**src/rtl/core/hit_cluster_centroid_accumulator_unit_macros.svh**
```systemverilog
// Assertion macros used by the hit cluster centroid accumulator top level.
`ifndef HIT_CLUSTER_CENTROID_ACCUMULATOR_UNIT_MACROS_SVH
`define HIT_CLUSTER_CENTROID_ACCUMULATOR_UNIT_MACROS_SVH
`ifndef NO_ASSERTIONS
// Consequent checked in the same cycle as the antecedent.
`define HCCA_ASSERT_SAME(lbl, ante, cons, msg) \
	lbl: assert property (@(posedge clk) disable iff (!arst_n) (ante) |-> (cons)) \
		else $error(msg);
// Consequent checked in the cycle after the antecedent.
`define HCCA_ASSERT_NEXT(lbl, ante, cons, msg) \
	lbl: assert property (@(posedge clk) disable iff (!arst_n) (ante) |=> (cons)) \
		else $error(msg);
`else
`define HCCA_ASSERT_SAME(lbl, ante, cons, msg)
`define HCCA_ASSERT_NEXT(lbl, ante, cons, msg)
`endif
`endif

```
**src/rtl/core/hcca_pkg.sv**
```systemverilog
// Types and constants of the hit cluster centroid accumulator.
package hcca_pkg;

	localparam int FIBER_W  = 10;
	localparam int TIME_W   = 32;
	localparam int WEIGHT_W = 16;
	localparam int LAYER_W  = 4;
	localparam int TDC_W    = 4;
	localparam int COUNT_W  = 9;
	localparam int WSUM_W   = 24;
	localparam int FMOM_W   = 34;
	localparam int TMOM_W   = 56;
	localparam int MEANF_W  = 18;
	localparam int MEANT_W  = 40;
	localparam int INV_W    = 17;
	localparam int Q8_SHIFT = 8;
	localparam int FPROD_W  = FIBER_W + WEIGHT_W;
	localparam int TPROD_W  = TIME_W + WEIGHT_W;
	localparam int RECIP_W  = 33;

	// operation codes
	localparam logic OP_ADD   = 1'b0;
	localparam logic OP_CLEAR = 1'b1;

	// 2^32, dividend of the reciprocal ahead of the square root
	localparam logic [RECIP_W-1:0] RECIP_NUM = {1'b1, {(RECIP_W-1){1'b0}}};
	// 1.0 in Q16
	localparam logic [INV_W-1:0] INV_SQRT_ONE = {1'b1, {(INV_W-1){1'b0}}};

	typedef struct packed {
		logic                operation;
		logic [FIBER_W-1:0]  fiber_number;
		logic [TIME_W-1:0]   hit_time;
		logic [WEIGHT_W-1:0] tot_weight;
		logic [LAYER_W-1:0]  layer_id;
		logic [TDC_W-1:0]    tdc_number;
	} hcca_req_t;

	typedef struct packed {
		logic                accepted;
		logic [COUNT_W-1:0]  signal_count;
		logic [WSUM_W-1:0]   charge_total;
		logic [WEIGHT_W-1:0] charge_max;
		logic [MEANF_W-1:0]  mean_fiber_q8;
		logic [MEANT_W-1:0]  mean_time_q8;
		logic [INV_W-1:0]    inv_sqrt_weight_q16;
		logic [TIME_W-1:0]   earliest_time;
		logic [LAYER_W-1:0]  cluster_layer;
		logic [TDC_W-1:0]    last_tdc;
	} hcca_rsp_t;

endpackage

```
**src/rtl/core/hcca_serial_mul.sv**
```systemverilog
// Bit-serial shift-add multiplier, one multiplier bit per cycle.
module hcca_serial_mul
	import hcca_pkg::*;
#(
	parameter int A_W = 10,
	parameter int B_W = 16
) (
	input  logic               clk,
	input  logic               arst_n,
	input  logic               start,
	input  logic [A_W-1:0]     a,
	input  logic [B_W-1:0]     b,
	output logic               busy,
	output logic [A_W+B_W-1:0] prod
);

	localparam int CNT_W = $clog2(B_W + 1);

	logic [A_W-1:0]     a_q;
	logic [A_W+B_W-1:0] p_q;
	logic [CNT_W-1:0]   cnt_q;
	logic               busy_q;
	logic [A_W:0]       sum;

	// upper half plus multiplicand when the current multiplier bit is set
	assign sum = {1'b0, p_q[A_W+B_W-1:B_W]} + (p_q[0] ? {1'b0, a_q} : '0);

	always_ff @(posedge clk or negedge arst_n) begin
		if (!arst_n) begin
			busy_q <= 1'b0;
			cnt_q  <= '0;
		end else if (start) begin
			busy_q <= 1'b1;
			cnt_q  <= CNT_W'(B_W);
		end else if (busy_q) begin
			cnt_q <= cnt_q - 1'b1;
			if (cnt_q == CNT_W'(1)) begin
				busy_q <= 1'b0;
			end
		end
	end

	always_ff @(posedge clk) begin
		if (start) begin
			a_q <= a;
			p_q <= {{A_W{1'b0}}, b};
		end else if (busy_q) begin
			p_q <= {sum, p_q[B_W-1:1]};
		end
	end

	assign busy = busy_q;
	assign prod = p_q;

endmodule

```
**src/rtl/core/hcca_serial_div.sv**
```systemverilog
// Restoring divider, one quotient bit per cycle.
module hcca_serial_div
	import hcca_pkg::*;
#(
	parameter int D_W = 24,
	parameter int Q_W = 18
) (
	input  logic           clk,
	input  logic           arst_n,
	input  logic           start,
	input  logic [D_W-1:0] rem_init,   // upper dividend bits, must be below den
	input  logic [Q_W-1:0] low,        // remaining dividend bits, MSB first
	input  logic [D_W-1:0] den,
	output logic           busy,
	output logic [Q_W-1:0] quo
);

	localparam int CNT_W = $clog2(Q_W + 1);

	logic [D_W-1:0]   den_q;
	logic [D_W-1:0]   rem_q;
	logic [Q_W-1:0]   sh_q;       // dividend bits shift out, quotient bits shift in
	logic [CNT_W-1:0] cnt_q;
	logic             busy_q;
	logic [D_W:0]     trial;
	logic [D_W+1:0]   diff;
	logic             ge;

	assign trial = {rem_q, sh_q[Q_W-1]};
	assign diff  = {1'b0, trial} - {2'b00, den_q};
	assign ge    = !diff[D_W+1];

	always_ff @(posedge clk or negedge arst_n) begin
		if (!arst_n) begin
			busy_q <= 1'b0;
			cnt_q  <= '0;
		end else if (start) begin
			busy_q <= 1'b1;
			cnt_q  <= CNT_W'(Q_W);
		end else if (busy_q) begin
			cnt_q <= cnt_q - 1'b1;
			if (cnt_q == CNT_W'(1)) begin
				busy_q <= 1'b0;
			end
		end
	end

	always_ff @(posedge clk) begin
		if (start) begin
			den_q <= den;
			rem_q <= rem_init;
			sh_q  <= low;
		end else if (busy_q) begin
			rem_q <= ge ? diff[D_W-1:0] : trial[D_W-1:0];
			sh_q  <= {sh_q[Q_W-2:0], ge};
		end
	end

	assign busy = busy_q;
	assign quo  = sh_q;

endmodule

```
**src/rtl/core/hcca_isqrt.sv**
```systemverilog
// Restoring integer square root, one root bit per cycle.
module hcca_isqrt
	import hcca_pkg::*;
#(
	parameter int R_W = 17
) (
	input  logic             clk,
	input  logic             arst_n,
	input  logic             start,
	input  logic [2*R_W-1:0] radicand,
	output logic             busy,
	output logic [R_W-1:0]   root
);

	localparam int CNT_W = $clog2(R_W + 1);

	logic [2*R_W-1:0] op_q;
	logic [R_W:0]     rem_q;
	logic [R_W-1:0]   root_q;
	logic [CNT_W-1:0] cnt_q;
	logic             busy_q;
	logic [R_W+2:0]   rem2;
	logic [R_W+2:0]   trial;
	logic [R_W+3:0]   diff;
	logic             ge;

	// bring down two radicand bits, try 4*root+1
	assign rem2  = {rem_q, op_q[2*R_W-1 -: 2]};
	assign trial = {1'b0, root_q, 2'b01};
	assign diff  = {1'b0, rem2} - {1'b0, trial};
	assign ge    = !diff[R_W+3];

	always_ff @(posedge clk or negedge arst_n) begin
		if (!arst_n) begin
			busy_q <= 1'b0;
			cnt_q  <= '0;
		end else if (start) begin
			busy_q <= 1'b1;
			cnt_q  <= CNT_W'(R_W);
		end else if (busy_q) begin
			cnt_q <= cnt_q - 1'b1;
			if (cnt_q == CNT_W'(1)) begin
				busy_q <= 1'b0;
			end
		end
	end

	always_ff @(posedge clk) begin
		if (start) begin
			op_q   <= radicand;
			rem_q  <= '0;
			root_q <= '0;
		end else if (busy_q) begin
			op_q   <= {op_q[2*R_W-3:0], 2'b00};
			rem_q  <= ge ? diff[R_W:0] : rem2[R_W:0];
			root_q <= {root_q[R_W-2:0], ge};
		end
	end

	assign busy = busy_q;
	assign root = root_q;

endmodule

```
**src/rtl/core/hit_cluster_centroid_accumulator_unit.sv**
```systemverilog
// Top level of the hit cluster centroid accumulator: control, cluster state, result register.
// Usage: one request channel (req_valid/req_stall/req) and one result channel
// (res_valid/res_stall/res). A request is taken when req_valid is high and
// req_stall is low; it either adds a signal (operation OP_ADD) or clears the
// cluster (OP_CLEAR). Every request yields exactly one result.
// Sequence: an add that joins the cluster runs two 16-step serial multipliers,
// three serial dividers (the 40-step time-mean divider is the longest) and a
// 17-step square root, then waits in S_FIN until the result register loads.
// A clear or a rejected add goes straight to S_FIN; an add that leaves the
// total weight at zero runs the multipliers, then skips from S_LAUNCH to S_FIN.
// One request at a time: req_stall is high from acceptance until the result
// is loaded into the result register.
// Stall: the result register holds its value while res_valid and res_stall are high. The
// next request may be taken meanwhile, but its result waits for the register.
// Reset: arst_n empties the cluster, drops res_valid and readies the block.
`include "hit_cluster_centroid_accumulator_unit_macros.svh"

module hit_cluster_centroid_accumulator_unit
	import hcca_pkg::*;
#(
	parameter int MAX_SIGNALS = 256,
	parameter int FIBER_BITS  = 10,
	parameter int TIME_BITS   = 32
) (
	input  logic      clk,
	input  logic      arst_n,
	input  logic      req_valid,
	output logic      req_stall,
	input  hcca_req_t req,
	output logic      res_valid,
	input  logic      res_stall,
	output hcca_rsp_t res
);

	// only the low FIBER_BITS / TIME_BITS of the fields take part
	localparam logic [FIBER_W-1:0] FIBER_MASK = (FIBER_BITS >= FIBER_W) ? {FIBER_W{1'b1}} :
		FIBER_W'((64'd1 << FIBER_BITS) - 64'd1);
	localparam logic [TIME_W-1:0] TIME_MASK = (TIME_BITS >= TIME_W) ? {TIME_W{1'b1}} :
		TIME_W'((64'd1 << TIME_BITS) - 64'd1);
	localparam int WADD_W = WSUM_W + 1;
	localparam int FADD_W = FMOM_W + 1;
	localparam int TADD_W = TMOM_W + 1;
	localparam int FLOW_W = FMOM_W - WSUM_W;   // moment bits below the divider's first window
	localparam int TLOW_W = TMOM_W - WSUM_W;

	typedef enum logic [5:0] {
		S_IDLE   = 6'b000001,
		S_MUL    = 6'b000010,
		S_LAUNCH = 6'b000100,
		S_DIV    = 6'b001000,
		S_SQRT   = 6'b010000,
		S_FIN    = 6'b100000
	} state_t;

	state_t state_q;

	// cluster state
	logic [COUNT_W-1:0]  count_q;
	logic [WSUM_W-1:0]   wsum_q;
	logic [FMOM_W-1:0]   fmom_q;
	logic [TMOM_W-1:0]   tmom_q;
	logic [WEIGHT_W-1:0] wmax_q;
	logic [TIME_W-1:0]   first_q;
	logic [LAYER_W-1:0]  layer_q;
	logic [TDC_W-1:0]    tdc_q;

	// derived values, kept until the cluster changes; acc_q is set by every request
	logic [MEANF_W-1:0]  mean_f_q;
	logic [MEANT_W-1:0]  mean_t_q;
	logic [INV_W-1:0]    inv_q;
	logic                sat_f_q;
	logic                sat_t_q;
	logic                acc_q;

	hcca_rsp_t           res_q;
	logic                res_valid_q;

	// request decode
	logic [FIBER_W-1:0]  fiber_m;
	logic [TIME_W-1:0]   time_m;
	logic                full;
	logic                mismatch;
	logic                take;
	logic                fire;
	logic                mul_start;
	logic [WADD_W-1:0]   wsum_add;

	// datapath units
	logic                mul_f_busy;
	logic                mul_t_busy;
	logic [FPROD_W-1:0]  prod_f;
	logic [TPROD_W-1:0]  prod_t;
	logic [FADD_W-1:0]   fsum;
	logic [TADD_W-1:0]   tsum;
	logic                div_start;
	logic                div_f_busy;
	logic                div_t_busy;
	logic                div_r_busy;
	logic                div_busy;
	logic [MEANF_W-1:0]  quo_f;
	logic [MEANT_W-1:0]  quo_t;
	logic [RECIP_W-1:0]  quo_r;
	logic                sqrt_start;
	logic                sqrt_busy;
	logic [INV_W-1:0]    root;
	logic                res_load;

	assign req_stall = (state_q != S_IDLE);
	assign fire      = req_valid && !req_stall;

	assign fiber_m  = req.fiber_number & FIBER_MASK;
	assign time_m   = req.hit_time & TIME_MASK;
	assign full     = (32'(count_q) >= MAX_SIGNALS);
	assign mismatch = (count_q != '0) && (req.layer_id != layer_q);
	assign take     = (req.operation == OP_ADD) && !full && !mismatch;
	assign mul_start = fire && take;
	assign wsum_add = {1'b0, wsum_q} + WADD_W'(req.tot_weight);

	// saturating moment updates
	assign fsum = {1'b0, fmom_q} + FADD_W'(prod_f);
	assign tsum = {1'b0, tmom_q} + TADD_W'(prod_t);

	assign div_start  = (state_q == S_LAUNCH) && (wsum_q != '0);
	assign div_busy   = div_f_busy || div_t_busy || div_r_busy;
	assign sqrt_start = (state_q == S_DIV) && !div_busy;
	assign res_load   = (state_q == S_FIN) && (!res_valid_q || !res_stall);

	// weight times fiber and weight times time, one weight bit per cycle
	hcca_serial_mul #(.A_W(FIBER_W), .B_W(WEIGHT_W)) u_mul_f (
		.clk    (clk),
		.arst_n (arst_n),
		.start  (mul_start),
		.a      (fiber_m),
		.b      (req.tot_weight),
		.busy   (mul_f_busy),
		.prod   (prod_f)
	);

	hcca_serial_mul #(.A_W(TIME_W), .B_W(WEIGHT_W)) u_mul_t (
		.clk    (clk),
		.arst_n (arst_n),
		.start  (mul_start),
		.a      (time_m),
		.b      (req.tot_weight),
		.busy   (mul_t_busy),
		.prod   (prod_t)
	);

	// Q8 means: (moment << 8) / weight_sum. The first divider window is the
	// moment's top WSUM_W bits; when that window is not below the divisor the
	// quotient overflows the field and the mean saturates instead.
	hcca_serial_div #(.D_W(WSUM_W), .Q_W(MEANF_W)) u_div_f (
		.clk      (clk),
		.arst_n   (arst_n),
		.start    (div_start),
		.rem_init (fmom_q[FMOM_W-1 -: WSUM_W]),
		.low      ({fmom_q[FLOW_W-1:0], {Q8_SHIFT{1'b0}}}),
		.den      (wsum_q),
		.busy     (div_f_busy),
		.quo      (quo_f)
	);

	hcca_serial_div #(.D_W(WSUM_W), .Q_W(MEANT_W)) u_div_t (
		.clk      (clk),
		.arst_n   (arst_n),
		.start    (div_start),
		.rem_init (tmom_q[TMOM_W-1 -: WSUM_W]),
		.low      ({tmom_q[TLOW_W-1:0], {Q8_SHIFT{1'b0}}}),
		.den      (wsum_q),
		.busy     (div_t_busy),
		.quo      (quo_t)
	);

	// floor(2^32 / weight_sum); its integer square root is the largest y
	// with y*y*weight_sum <= 2^32
	hcca_serial_div #(.D_W(WSUM_W), .Q_W(RECIP_W)) u_div_r (
		.clk      (clk),
		.arst_n   (arst_n),
		.start    (div_start),
		.rem_init ('0),
		.low      (RECIP_NUM),
		.den      (wsum_q),
		.busy     (div_r_busy),
		.quo      (quo_r)
	);

	hcca_isqrt #(.R_W(INV_W)) u_isqrt (
		.clk      (clk),
		.arst_n   (arst_n),
		.start    (sqrt_start),
		.radicand ({1'b0, quo_r}),
		.busy     (sqrt_busy),
		.root     (root)
	);

	// control and cluster state
	always_ff @(posedge clk or negedge arst_n) begin
		if (!arst_n) begin
			state_q  <= S_IDLE;
			count_q  <= '0;
			wsum_q   <= '0;
			fmom_q   <= '0;
			tmom_q   <= '0;
			wmax_q   <= '0;
			first_q  <= '0;
			layer_q  <= '0;
			tdc_q    <= '0;
			mean_f_q <= '0;
			mean_t_q <= '0;
			inv_q    <= INV_SQRT_ONE;
			sat_f_q  <= 1'b0;
			sat_t_q  <= 1'b0;
			acc_q    <= 1'b0;
		end else begin
			unique case (state_q)
				S_IDLE: begin
					if (fire) begin
						if (req.operation == OP_CLEAR) begin
							count_q  <= '0;
							wsum_q   <= '0;
							fmom_q   <= '0;
							tmom_q   <= '0;
							wmax_q   <= '0;
							first_q  <= '0;
							layer_q  <= '0;
							tdc_q    <= '0;
							mean_f_q <= '0;
							mean_t_q <= '0;
							inv_q    <= INV_SQRT_ONE;
							acc_q    <= 1'b0;
							state_q  <= S_FIN;
						end else if (take) begin
							count_q <= count_q + 1'b1;
							wsum_q  <= wsum_add[WSUM_W] ? '1 : wsum_add[WSUM_W-1:0];
							if (req.tot_weight > wmax_q) begin
								wmax_q <= req.tot_weight;
							end
							if ((first_q == '0) || (time_m < first_q)) begin
								first_q <= time_m;
							end
							layer_q <= req.layer_id;
							tdc_q   <= req.tdc_number;
							acc_q   <= 1'b1;
							state_q <= S_MUL;
						end else begin
							// rejected: cluster and its means stay as they are
							acc_q   <= 1'b0;
							state_q <= S_FIN;
						end
					end
				end
				S_MUL: begin
					if (!mul_f_busy && !mul_t_busy) begin
						fmom_q  <= fsum[FMOM_W] ? '1 : fsum[FMOM_W-1:0];
						tmom_q  <= tsum[TMOM_W] ? '1 : tsum[TMOM_W-1:0];
						state_q <= S_LAUNCH;
					end
				end
				S_LAUNCH: begin
					if (wsum_q == '0) begin
						mean_f_q <= '0;
						mean_t_q <= '0;
						inv_q    <= INV_SQRT_ONE;
						state_q  <= S_FIN;
					end else begin
						sat_f_q <= (fmom_q[FMOM_W-1 -: WSUM_W] >= wsum_q);
						sat_t_q <= (tmom_q[TMOM_W-1 -: WSUM_W] >= wsum_q);
						state_q <= S_DIV;
					end
				end
				S_DIV: begin
					if (!div_busy) begin
						mean_f_q <= sat_f_q ? '1 : quo_f;
						mean_t_q <= sat_t_q ? '1 : quo_t;
						state_q  <= S_SQRT;
					end
				end
				S_SQRT: begin
					if (!sqrt_busy) begin
						inv_q   <= root;
						state_q <= S_FIN;
					end
				end
				S_FIN: begin
					if (res_load) begin
						state_q <= S_IDLE;
					end
				end
				default: begin
					state_q <= S_IDLE;
				end
			endcase
		end
	end

	// result register
	always_ff @(posedge clk or negedge arst_n) begin
		if (!arst_n) begin
			res_valid_q <= 1'b0;
		end else if (res_load) begin
			res_valid_q <= 1'b1;
		end else if (!res_stall) begin
			res_valid_q <= 1'b0;
		end
	end

	always_ff @(posedge clk) begin
		if (res_load) begin
			res_q.accepted            <= acc_q;
			res_q.signal_count        <= count_q;
			res_q.charge_total        <= wsum_q;
			res_q.charge_max          <= wmax_q;
			res_q.mean_fiber_q8       <= mean_f_q;
			res_q.mean_time_q8        <= mean_t_q;
			res_q.inv_sqrt_weight_q16 <= inv_q;
			res_q.earliest_time       <= first_q;
			res_q.cluster_layer       <= layer_q;
			res_q.last_tdc            <= tdc_q;
		end
	end

	assign res_valid = res_valid_q;
	assign res       = res_q;

	`HCCA_ASSERT_NEXT(a_take_leaves_idle, fire, state_q != S_IDLE, "request taken but control stayed idle")
	`HCCA_ASSERT_SAME(a_units_quiet, (state_q == S_IDLE) || (state_q == S_FIN), !mul_f_busy && !mul_t_busy && !div_busy && !sqrt_busy, "arithmetic unit busy outside a computation")
	`HCCA_ASSERT_SAME(a_max_within_total, res_valid_q, res_q.charge_max <= res_q.charge_total, "largest weight exceeds total weight")
	`HCCA_ASSERT_SAME(a_empty_weight_result, res_valid_q && (res_q.charge_total == '0), (res_q.mean_fiber_q8 == '0) && (res_q.mean_time_q8 == '0) && (res_q.inv_sqrt_weight_q16 == INV_SQRT_ONE), "zero total weight with nonzero means or wrong inverse root")

endmodule

```
**config.mk**
```make
export PLATFORM = sky130hd
export DESIGN_NAME = hit_cluster_centroid_accumulator_unit
export DESIGN_NICKNAME = d
export VERILOG_FILES = /design/src/rtl/core/hcca_pkg.sv /design/src/rtl/core/hcca_serial_mul.sv /design/src/rtl/core/hcca_serial_div.sv /design/src/rtl/core/hcca_isqrt.sv /design/src/rtl/core/hit_cluster_centroid_accumulator_unit.sv
export VERILOG_INCLUDE_DIRS = /design/src /design/src/rtl/core
export SDC_FILE = /design/constraint.sdc
export NUM_CORES = 2
export LEC_CHECK = 0
export ABC_AREA = 1
export BUFFER_PORTS_ARGS = -buffer_cell sky130_fd_sc_hd__buf_2
export CORE_UTILIZATION = 38
export CTS_CLUSTER_DIAMETER = 120
export DETAILED_ROUTE_END_ITERATION = 8
export PLACE_DENSITY = 0.56
export REMOVE_ABC_BUFFERS = 1
export SLEW_MARGIN = 5
export SYNTH_ARGS = -nofsm -noshare
export SYNTH_HDL_FRONTEND = slang
export SYNTH_SLANG_ARGS = --single-unit
export TNS_END_PERCENT = 50
```
**constraint.sdc**
```tcl
create_clock -name clk -period 20.7 [get_ports clk]
set_input_delay 6.21 -clock clk [delete_from_list [all_inputs] [get_ports clk]]
set_output_delay 6.21 -clock clk [all_outputs]
set_load 0.02 [all_outputs]
```
* Word level (Yosys, flattened, before mapping)
Index checks and enable logic that the tools add are counted.
Operators by class: bitwise operators 2, equal/unequal tests 22, reduce and logical (&&, ||, !) cells 50, order comparisons 5, add/sub/neg operators 16, multiplexer cells 105
Operator list (number):
- $mux W40 | 7
- $mux W24 | 10
- $mux W56 | 4
- $mux W18 | 8
- $mux W34 | 4
- $mux W32 | 4
- $pmux W40 S3 | 1
- $mux W16 | 7
- $pmux W56 S2 | 1
- $sub A25 B24 Y26 | 3
- $mux W6 | 12
- $mux W17 | 4
- $pmux W34 S2 | 1
- $mux W33 | 2
- $add A56 B48 Y57 | 1
- $pmux W18 S3 | 1
- $pmux W17 S3 | 1
- $ge A24 B24 Y1 | 2
- $mux W5 | 8
- $pmux W6 S6 | 1
- $add A34 B26 Y35 | 1
- $add A32 B32 Y33 | 1
- $logic_not A32 Y1 | 1
- $lt A32 B32 Y1 | 1
- other kinds (36) | 114
Storage, ports and cells: flip-flop bits (word level) 839, word-level logic and storage cells 257, input port bits 71

* Longest topological paths before layout
word-level depth 8, depth in mapped cells 17

* Cells and area by module
From an unflattened synthesis, not the netlist that was laid out.
Unflattened totals: cell total of the unflattened synthesis 7314, area total of the unflattened synthesis 54861.4 µm²
Modules (own cells, without submodules):
- hit_cluster_centroid_accumulator_unit | cells each 3448, area each 26215.1 µm², instances 1
- hcca_serial_div (u_div_t) | cells each 792, area each 6059.6 µm², instances 1
- hcca_serial_div (u_div_r) | cells each 759, area each 5740.5 µm², instances 1
- hcca_serial_mul (u_mul_t) | cells each 820, area each 5556.6 µm², instances 1
- hcca_serial_div (u_div_f) | cells each 696, area each 5064.9 µm², instances 1
- hcca_isqrt | cells each 549, area each 4090.2 µm², instances 1
- hcca_serial_mul (u_mul_f) | cells each 250, area each 2134.5 µm², instances 1

* Least setup slack after synthesis
OpenSTA, ideal clock, no wires.
kind input port to flip-flop, start point input res_stall, end point register res_q, in the netlist res[0] (enable), slack 5.799 ns, cell stages on the path 1, data required time 19.956 ns, data arrival time 14.157 ns, cell sequence a21oi_1
Between the ends: longest elaborated chain between the ends 3
RTL lines:
- start: declaration | line hit_cluster_centroid_accumulator_unit.sv:31 | input logic res_stall,
- $logic_not A1 Y1
- $logic_or A1 B1 Y1 | line hit_cluster_centroid_accumulator_unit.sv:126 | assign res_load = (state_q == S_FIN) && (!res_valid_q || !res_stall);
- $logic_and A1 B1 Y1 | line hit_cluster_centroid_accumulator_unit.sv:126
- end: declaration | line hit_cluster_centroid_accumulator_unit.sv:75 | hcca_rsp_t res_q;
No other way between the ends. A chain may end at the register's enable or synchronous reset.

* Worst setup path after layout
start point input req[7] (netlist bit), end point register wmax_q[9]
Between the ends: longest elaborated chain between the ends 6
RTL lines:
- start: declaration | line hit_cluster_centroid_accumulator_unit.sv:29 | input hcca_req_t req,
- $ne A4 B4 Y1 | line hit_cluster_centroid_accumulator_unit.sv:114 | assign mismatch = (count_q != '0) && (req.layer_id != layer_q);
- $logic_and A1 B1 Y1 | line hit_cluster_centroid_accumulator_unit.sv:114
- $logic_not A1 Y1 | line hit_cluster_centroid_accumulator_unit.sv:115 | assign take = (req.operation == OP_ADD) && !full && !mismatch;
- $logic_and A1 B1 Y1 | line hit_cluster_centroid_accumulator_unit.sv:115
- $reduce_bool A2 Y1 (no line)
- $reduce_and A4 Y1 (no line)
- end signal: assignment | line hit_cluster_centroid_accumulator_unit.sv:236 | wmax_q <= req.tot_weight;
- end: declaration | line hit_cluster_centroid_accumulator_unit.sv:62 | logic [WEIGHT_W-1:0] wmax_q;
No other way between the ends.

==> run metrics <==
CTS hold repair buffers=0; DRT iter0 DRCs=3313; cell area after layout=56880 um2; Final Max Tran Viols=0; Fin Setup TNS=0 ns; top achievable clock speed=106.9 MHz; top cells by count, synth=nand2_1, inv_1, o21ai_0; most numerous cell in the Yosys netlist=nand2_1; largest net degree at the start of global routing=91; Worst-Skew Late Latency=0.74 ns; endpoints failing hold=0; ys async rst share=36.00%; Worst VDD drop=73.99 uV; P_leak=27.84 nW; Via density=5.080; Setup crit start=req[7]; synthesized cell area=50650 um2; post-cts sizing count=0; dpl hpwl=120200 um; Post-Route Skew=0.04811 ns; Crit Path Max Fanout=62; crit path time final=9.351 ns; RSZ-0062 raised after global routing=false; Critical Path Start Type=primary input; PnR worst setup slack=11.35 ns; CP arrival=9.95 ns; unique cell type count in the Yosys netlist=61; # IOs=238; Area Growth Syn to Fin=12.29%; die area=134800 um2; Max clock buf depth=3; post-CTS setup buffer count=0; pre-CTS setup slack=10.63 ns; Placed Area=53500 um2; Reg2Reg Launch Point=count_q[0]; width of the chip=367.1 um; num rows=133; synthesized flop and latch total=839; Setup violations, final=0; CTS root buf=clkbuf_16; final design utilization=43.15%; Most used DFF post-synth=edfxtp_1; core area=131800 um2; share of layout cells above drive strength 1=7.361%; Syn. warnings=0; Slew headroom=23.53%; vias in the first global route=41480; die height=367.1 um; GRT Overall Usage=23.12%; nets=7215; status=completed; final WL=158600 um; cell taking the most area after synthesis=edfxtp_1; antenna viol nets, final=0; Required @ worst endpoint=21.30 ns; CTS tree=done; Initial Utilization=38.43%; Final Cycle Share=45.17%; Synth top area share=22.88%; HP Class=reg -> reg; r2r setup slk=16.30 ns; TritonCTS Buffers=97; CTS sink cnt=839; H-tree levels=3; hold path start=inv_q[5]; Seq/Total Area, Yosys=43.78%; fillers=13460; GRT Residual Overflow=0; pwr/cell area=130.4 nW/um2; measured slew at the worst slew-check pin=1.147 ns; via count=43920; crit path capture type=flip-flop; Post-Synthesis Cells=6609; Post-synth EDFFs=386; drt pass-1 iters=5; Port Buffer Count=237; post-synthesis area per instance=7.664 um2; antenna violations before repair=7; Area contributors post-synth=edfxtp_1, dfrtp_1, nand2_1; GPL Wtd Cong=0.9640; # DRC=0; critical path type=in -> reg; drt wl/cell=18.35 um; clock transition at the registers of the reported paths=0.06 ns; first-pass GRT wire length=242900 um; Max Cap Viol=0
==> cells by family (layout without fill, tap and decap cells) <==
logic type / Yosys count / count (layout) / share of synthesized area [%]
and+or+nand+nor: 3147 / 3147 / 25.75
AOI/OAI and AO/OA: 1005 / 1005 / 10.79
xor gates and xnor gates: 135 / 135 / 2.334
other: 0 / 2 / 0
DFF: 839 / 839 / 43.78
buffers and inverters: 1144 / 1423 / 8.861
adders and majority gates: 339 / 339 / 8.493
==> layout by cell type (no fill, tap or decap), types with 9 or more instances in the layout <==
cell type	n
nand4_1	93
nor3_1	53
buf_4	36
buf_2	236
dfxtp_1	151
a21oi_1	304
o211ai_1	24
inv_2	9
o22ai_1	53
clkinv_1	19
and2_1	10
nand2_1	1988
inv_1	954
dfrtp_1	300
o21ai_1	26
clkbuf_8	11
bufinv_16	13
clkbuf_16	99
a22oi_1	9
a22o_1	9
nand3b_1	11
nand3_1	443
edfxtp_1	386
ha_1	331
or2_2	34
a21o_1	13
nor2_1	456
clkinv_2	14
xor2_1	81
xnor2_1	54
clkbuf_1	14
o31ai_1	10
o21ai_0	494
o21bai_1	27
nor4_1	23
==> final cells by class <==
cell class	instances	area [um2]	share of cell area (%)
diodes	2	5.005	0.008800
clock buffers	124	2681	4.714
clock inverters	58	691.9	1.217
inverters	968	3638	6.397
multi-input cells	4626	24020	42.24
flip-flops and latches	839	22170	38.99
well taps	1755	2196	3.861
repair buffers	273	1466	2.578
==> registers in the layout, summed over array words and instances (netlist names), 26 cells and up <==
name	cells
res	165
tmom_q	56
u_mul_t.prod	48
mean_t_q	40
u_div_t.quo	40
fmom_q	34
u_isqrt.op_q	34
u_div_r.quo	33
first_q	32
u_mul_t.a_q	32
u_mul_f.prod	26
==> per-layer routing <==
layer / vias to the layer above / wire length (um) / global-route usage (%)
met4: 4 / 5676 / 9.046
met5: - / 23 / 0
met3: 218 / 7484 / 2.704
li1: 21990 / - / -
met2: 1009 / 72150 / 37.13
met1: 20700 / 73300 / 31.70
==> critical path: stages <==
cell and delay [ns]:
buf_2 0.11, xnor2_1 0.15, nand4_1 0.15, o21ai_0 0.20, nand3_4 0.51, buf_4 0.49
inv_4 0.61, nand3_1 0.96, o21ai_0 0.49
==> path summary, 6_finish.rpt <==
check | end | cells past startpoint
min reg2reg | res[45] | 0
max reg2reg | wmax_q[9] | 9
max | wmax_q[9] | 9
min in group asynchronous | inv_q[8] | 1
min | res[45] | 0
max in group asynchronous | tmom_q[13] | 3
==> power by group <==
| group | total (mW) | switching, mW | leakage, nW | internal, mW |
|---|---|---|---|---|
| clock network | 1.82 | 0.733 | 1.64 | 1.08 |
| logic | 3.00 | 2.03 | 17.2 | 0.971 |
| registers | 2.60 | 0.356 | 8.96 | 2.24 |
==> per-stage QoR <==
step                total power [mW]  instances  hold slack [ns]
finish                         7.417       8645           0.4390
global route                   7.957       8643           0.4536
CTS                            7.469       8643           0.4395
detailed placement             5.612       8461           0.4283
global placement               5.584       8461           0.4298
floorplan                      4.638       6433           0.4186
No activity file was read; power rests on OpenSTA's default activity.
